===== src/design/cau_isqrt_pipe.sv =====
// ----------------------------------------------------------------------------
// cau_isqrt_pipe
// Pipelined digit-by-digit integer square root, one root bit per stage,
// several independent lanes. A valid bit and a tag travel with the data.
// ----------------------------------------------------------------------------
`default_nettype none

module cau_isqrt_pipe #(
  parameter int AW    = 64,
  parameter int LANES = 1,
  parameter int TAG_W = 1
) (
  input  logic                                clk,
  input  logic                                rst_n,
  input  logic                                vld_i,
  input  logic [LANES-1:0][AW-1:0]            arg_i,
  input  logic [TAG_W-1:0]                    tag_i,
  output logic                                vld_o,
  output logic [LANES-1:0][(AW+1)/2-1:0]      root_o,
  output logic [TAG_W-1:0]                    tag_o
);

  localparam int RW   = (AW + 1) / 2;
  localparam int PAW  = 2 * RW;
  localparam int REMW = RW + 2;

  logic             vld_r  [RW];
  logic [TAG_W-1:0] tag_r  [RW];
  logic [REMW-1:0]  rem_r  [RW][LANES];
  logic [RW-1:0]    root_r [RW][LANES];
  logic [PAW-1:0]   arg_r  [RW][LANES];

  for (genvar s = 0; s < RW; s++) begin : g_st
    logic             vld_in;
    logic [TAG_W-1:0] tag_in;

    if (s == 0) begin : g_first
      assign vld_in = vld_i;
      assign tag_in = tag_i;
    end else begin : g_next
      assign vld_in = vld_r[s-1];
      assign tag_in = tag_r[s-1];
    end

    always_ff @(posedge clk) begin
      if (!rst_n) begin
        vld_r[s] <= 1'b0;
      end else begin
        vld_r[s] <= vld_in;
      end
    end

    always_ff @(posedge clk) begin
      tag_r[s] <= tag_in;
    end

    for (genvar l = 0; l < LANES; l++) begin : g_ln
      logic [REMW-1:0] rem_in;
      logic [RW-1:0]   root_in;
      logic [PAW-1:0]  arg_in;
      logic [REMW-1:0] rem_sh;
      logic [REMW-1:0] trial;
      logic [REMW-1:0] rem_nxt;
      logic [RW-1:0]   root_nxt;

      if (s == 0) begin : g_first
        assign rem_in  = '0;
        assign root_in = '0;
        assign arg_in  = PAW'(arg_i[l]);
      end else begin : g_next
        assign rem_in  = rem_r[s-1][l];
        assign root_in = root_r[s-1][l];
        assign arg_in  = arg_r[s-1][l];
      end

      // Bring down the next two argument bits and try appending a one to the root.
      always_comb begin
        rem_sh = {rem_in[REMW-3:0], arg_in[PAW-1 -: 2]};
        trial  = {root_in, 2'b01};
        if (rem_sh >= trial) begin
          rem_nxt  = rem_sh - trial;
          root_nxt = {root_in[RW-2:0], 1'b1};
        end else begin
          rem_nxt  = rem_sh;
          root_nxt = {root_in[RW-2:0], 1'b0};
        end
      end

      always_ff @(posedge clk) begin
        rem_r[s][l]  <= rem_nxt;
        root_r[s][l] <= root_nxt;
        arg_r[s][l]  <= arg_in << 2;
      end
    end
  end

  for (genvar l = 0; l < LANES; l++) begin : g_out
    assign root_o[l] = root_r[RW-1][l];
  end
  assign vld_o = vld_r[RW-1];
  assign tag_o = tag_r[RW-1];

endmodule

`default_nettype wire


===== config.mk =====
export PLATFORM = sky130hd
export DESIGN_NAME = cau_isqrt_pipe
export DESIGN_NICKNAME = d
export VERILOG_FILES = /design/src/design/cau_isqrt_pipe.sv
export SDC_FILE = /design/constraint.sdc
export NUM_CORES = 2
export LEC_CHECK = 0
export BUFFER_PORTS_ARGS = -buffer_cell sky130_fd_sc_hd__buf_2
export CORE_ASPECT_RATIO = 1.1
export CORE_MARGIN = 5
export CORE_UTILIZATION = 50
export CTS_BUF_LIST = sky130_fd_sc_hd__clkbuf_16
export DETAILED_ROUTE_END_ITERATION = 6
export PLACE_DENSITY = 0.65
export SYNTH_ARGS = -nofsm -noshare
export SYNTH_HDL_FRONTEND = slang
export SYNTH_MEMORY_MAX_BITS = 65536
export SYNTH_SLANG_ARGS = --single-unit
export TNS_END_PERCENT = 100

===== constraint.sdc =====
create_clock -name clk -period 4.7 [get_ports clk]
set_clock_uncertainty 0.05 [all_clocks]
set_input_delay 0.235 -clock clk [delete_from_list [all_inputs] [get_ports clk]]
set_output_delay 0.235 -clock clk [all_outputs]
set_load 0.01 [all_outputs]

==> results <==
- The flow ran to the end, and the final reports show no timing, DRC or antenna violations.
- The hold violation total from the final report is 0.
- The cell family contributing the most delay on the critical path is compound AO/OA/AOI/OAI gates.
- STA puts the critical path data required time at 5400 ps.
- During synthesis, Yosys emitted a total of 0 warnings.
- The maximum buffer depth of the clock tree is 3.
- The total count of max-transition violations in the final report was 0.
- The fraction of the mapped netlist area in compound gates is between 10% and 20%.
- The final count of negative-setup-slack endpoints is 0.
- The area overhead of the layout relative to synthesis is 13.7%.
- The clock slew seen by the registers of the worst setup and hold paths is ~70 ps.
- The minimum clock period after layout is 4020 ps.
- At the end of routability-driven placement, the weighted congestion stood at 0.897.
- The setup slack on the worst flop-to-flop path is 680 ps.
- The fraction of the mapped netlist area in simple logic gates is 12.3%.
- After detailed placement, the total cell area comes to 93900 um^2.
- The floorplan step defined a core boundary enclosing around 180000 um^2.
- The number of cell rows is around 160.
- The final layout contains 9792 nets.
- Synthesis inferred about 2.5k register bits.
- Overall power consumption after layout is estimated at 55.7 mW.
- The mean instance size in the synthesized netlist is 10.3 um^2.
- The number of buffers created by CTS is roughly 240.
- Summed over all layers, the routed wires come to 183 mm.
- The total leakage power is 48.7 nW.
- The worst setup path is launched from a flop.
- Setup repair after global routing left no endpoint under its margin.
- The layout has 15.4k filler cells.
- The later-pin clock latency in the skew report is ~860 ps.
- In the routed design, unresolved DRC markers number 0.
- The initial antenna violation count is 2.
- The tool flagged a number of max-cap violations equal to 0.
- The total grt overflow is 0.
- Data arrives at the worst endpoint at 4720 ps.
- Summing over every cut layer, the via total after detailed routing is 60.5k.
- The placed wire-length estimate after detailed placement is 138 mm.
- The share of cells above drive strength 1 is 7.13%.
- Together, buffers and inverters on the worst path number 2.
- The synthesized netlist devotes 7.75% of its cell area to adder and majority cells.
- The largest single stage delay on the critical path is 430 ps.
- The number of buffers inserted by hold repair at cts is 134.
- The critical path starts at root_r[1][352].
- The combinational family with the most area after synthesis is simple AND/OR/NAND/NOR gates.
- The number of nets handed over by synthesis was roughly 9.4k.
- The maximum resistive drop on vdd is 0.424 mV.
- The share of the Yosys chip area taken by registers is between 50% and 60%.
- The die height is 456 um.
- For the worst flop-to-flop path, the logic depth is 12.
- The core occupancy in the finished layout is 57.3%.
- The tree built by TritonCTS fans out to 2529 sinks.
- The via count of the first global-routing pass was ~60k.
- The maximum fanout along the worst path is 47.
- The first global-routing pass estimated 297 mm of wire.
- Global routing consumed, over all layers together, 18.8% of the routing resources.
- The classification of the worst setup path is flop to flop.
- The number of detailed-routing iterations run before antenna repair is 6.
- The post-synthesis share of cell area spent on xor and xnor gates is 7.59%.
- The instance count on the critical path is 12.
- The cell area that synthesis handed to floorplanning was 90600 um^2.
- The netlist uses 84 different library cells.
- Final hold analysis gives a worst-case slack of 76.8 ps.
- The fraction of the cycle the final worst path needs is 85.4%.
- The portion of synthesized area spent on multiplexers is 1.19%.
- The leading cell type in the layout, fill and taps excluded is dfxtp_1.
- The number of enable-type register cells in the synthesized netlist is 0.
- In the synthesized netlist the dominant register cell turns out to be dfxtp_1.
- Summed over all failing endpoints, the final setup total negative slack is 0 ps.
- The worst pin sits at a relative slew slack of 23.6%.
- Counting every instance in the synthesized netlist gives approximately 8.8k.
- Dividing total power by cell area gives a power density of between 500 and 600 nW/um^2.
- The number of post-CTS setup repair buffers is 0.
- At the pin with the least slew margin, the transition time is 1130 ps.
- The I/O pin count is 102.
- For this run, the top clock speed supported by timing is 249 MHz.
- The share of synthesized flip-flops with an asynchronous set or reset is 0%.
- The endpoint identified for the worst register-to-register timing path is rem_r[1][414].
- The number of gates resized after CTS was 0.
- The TritonCTS clock tree is yes.
- The slowest stage cell on the critical path is a211oi_1.
- The initial core utilization is 50.4%.
- The total die area is 190000 um^2.
- Leaving out fill and tap cells, the most frequent cells in the layout are 2529 x dfxtp_1, 756 x inv_1, 573 x nand2_1.
- The die is a little over 400 um wide.
- The number of input and output port buffers inserted is about 100.
- After detailed routing, the average wire length per cell comes to 15.5 um.
- The number of routed nets with antenna violations is 0.
- The worst setup path is captured at a flop.
- In this run the number of H-tree levels came out at 4.
- The cell at the root of the clock tree is clkbuf_16.
- The first-iteration detailed-routing DRC count is 3339.
- The startpoint of the worst register-to-register path is root_r[1][352].
- The critical path goes through inv_1 > ha_1 > nor2b_1 > o31a_1 > o41ai_1 > a31oi_1 > a211oi_1 > o21ai_1 > a21oi_1 > o211a_1 > buf_4 > mux2_2.
- The class of the worst hold path is input pin to flop.
- The capturing instance or port of the critical path is rem_r[1][414].
- The mean number of vias per cell is 5.14.
- Entering global routing, the biggest net connects 61 pins.
- The finished cells cover 103000 um^2.
==> worst min path at each step <==
stage                  startpoint            end  slack [ps]  depth (start not counted)
floorplan                arg_i[0]    arg_r[0][0]         210                          0
finish                  arg_i[63]   root_r[0][0]          80                          3
global route            arg_i[63]   root_r[0][0]          60                          3
CTS                     arg_i[63]   root_r[0][0]           8                          3
global placement      tag_r[5][0]    tag_r[5][1]         260                          0
detailed placement  arg_r[0][243]  arg_r[0][307]         260                          0
==> cell type report <==
| cell class | count | area [um^2] | share of cell area, % |
|---|---|---|---|
| timing repair buffer | 268 | 2110 | 2.04 |
| inverter | 719 | 2700 | 2.62 |
| multi-input combinational | 5408 | 36800 | 35.7 |
| clock buffer | 238 | 5960 | 5.78 |
| antenna | 2 | 5.00 | 0.00486 |
| tap | 2392 | 2990 | 2.90 |
| clock inverter | 210 | 1850 | 1.79 |
| sequential | 2529 | 50600 | 49.1 |
==> cell usage after synthesis, types with 39 or more instances <==
library cell	n	area, um^2
nor4_1	101	632
a21o_1	233	1750
or4_1	44	330
nor2_1	572	2150
nand2_1	573	2150
or3_1	85	532
xnor2_1	441	3860
ha_1	561	7020
nand3_1	137	686
nand4_1	95	594
o21bai_1	45	338
dfxtp_1	2529	50600
inv_1	716	2690
xor2_1	344	3010
o21ai_0	428	2140
o21a_1	101	758
nor2b_1	78	488
a211oi_1	39	293
nand2b_1	118	738
mux2_2	86	968
clkbuf_1	127	477
a31oi_1	46	288
and2_1	69	432
and3_1	42	263
nor3_1	185	926
a21oi_1	538	2690
o31ai_1	57	428
==> per-stage QoR <==
step	std cells	setup slack (ps)
4_1_cts	11800	750
5_1_grt	11800	431
6_report	11800	685
3_3_place_gp	11200	911
3_5_place_dp	11200	799
2_1_floorplan	8804	1460
==> sequential cells by signal (all words and copies together), names as in the netlist <==
signal and flops:
arg_r 992, vld_r 32, tag_r 32, rem_r 945, root_r 528
==> layer usage <==
metal  wire [um]  track usage [%]  vias to the layer above
li1            -                -                    30700
met1       76200             21.9                    28300
met2       93500             34.9                     1136
met3        6870             2.69                      413
met4        6110             6.87                        0
met5           0                0                        -
==> where the power goes <==
group	switching (mW)	internal [mW]
logic	5.25	4.38
clock network	8.11	10.4
registers	2.58	25.0
total	15.9	39.8
==> tightest hold or removal path, cell delays in order <==
cell and delay (ps):
dlygate4sd3_1 520, buf_2 110, or2_2 90
==> cells by family (layout without fill, tap and decap cells) <==
family                   count (synthesis)  after routing
AO/OA/AOI/OAI                         1714           1714
buffers and inverters                  867           1435
XOR/XNOR                               785            785
other                                    1              3
AND/OR/NAND/NOR                       2250           2250
flip-flops                            2529           2529
adder cells (fa/ha/maj)                561            561
multiplexers                            97             97
Power figures use the tool's default switching activity.
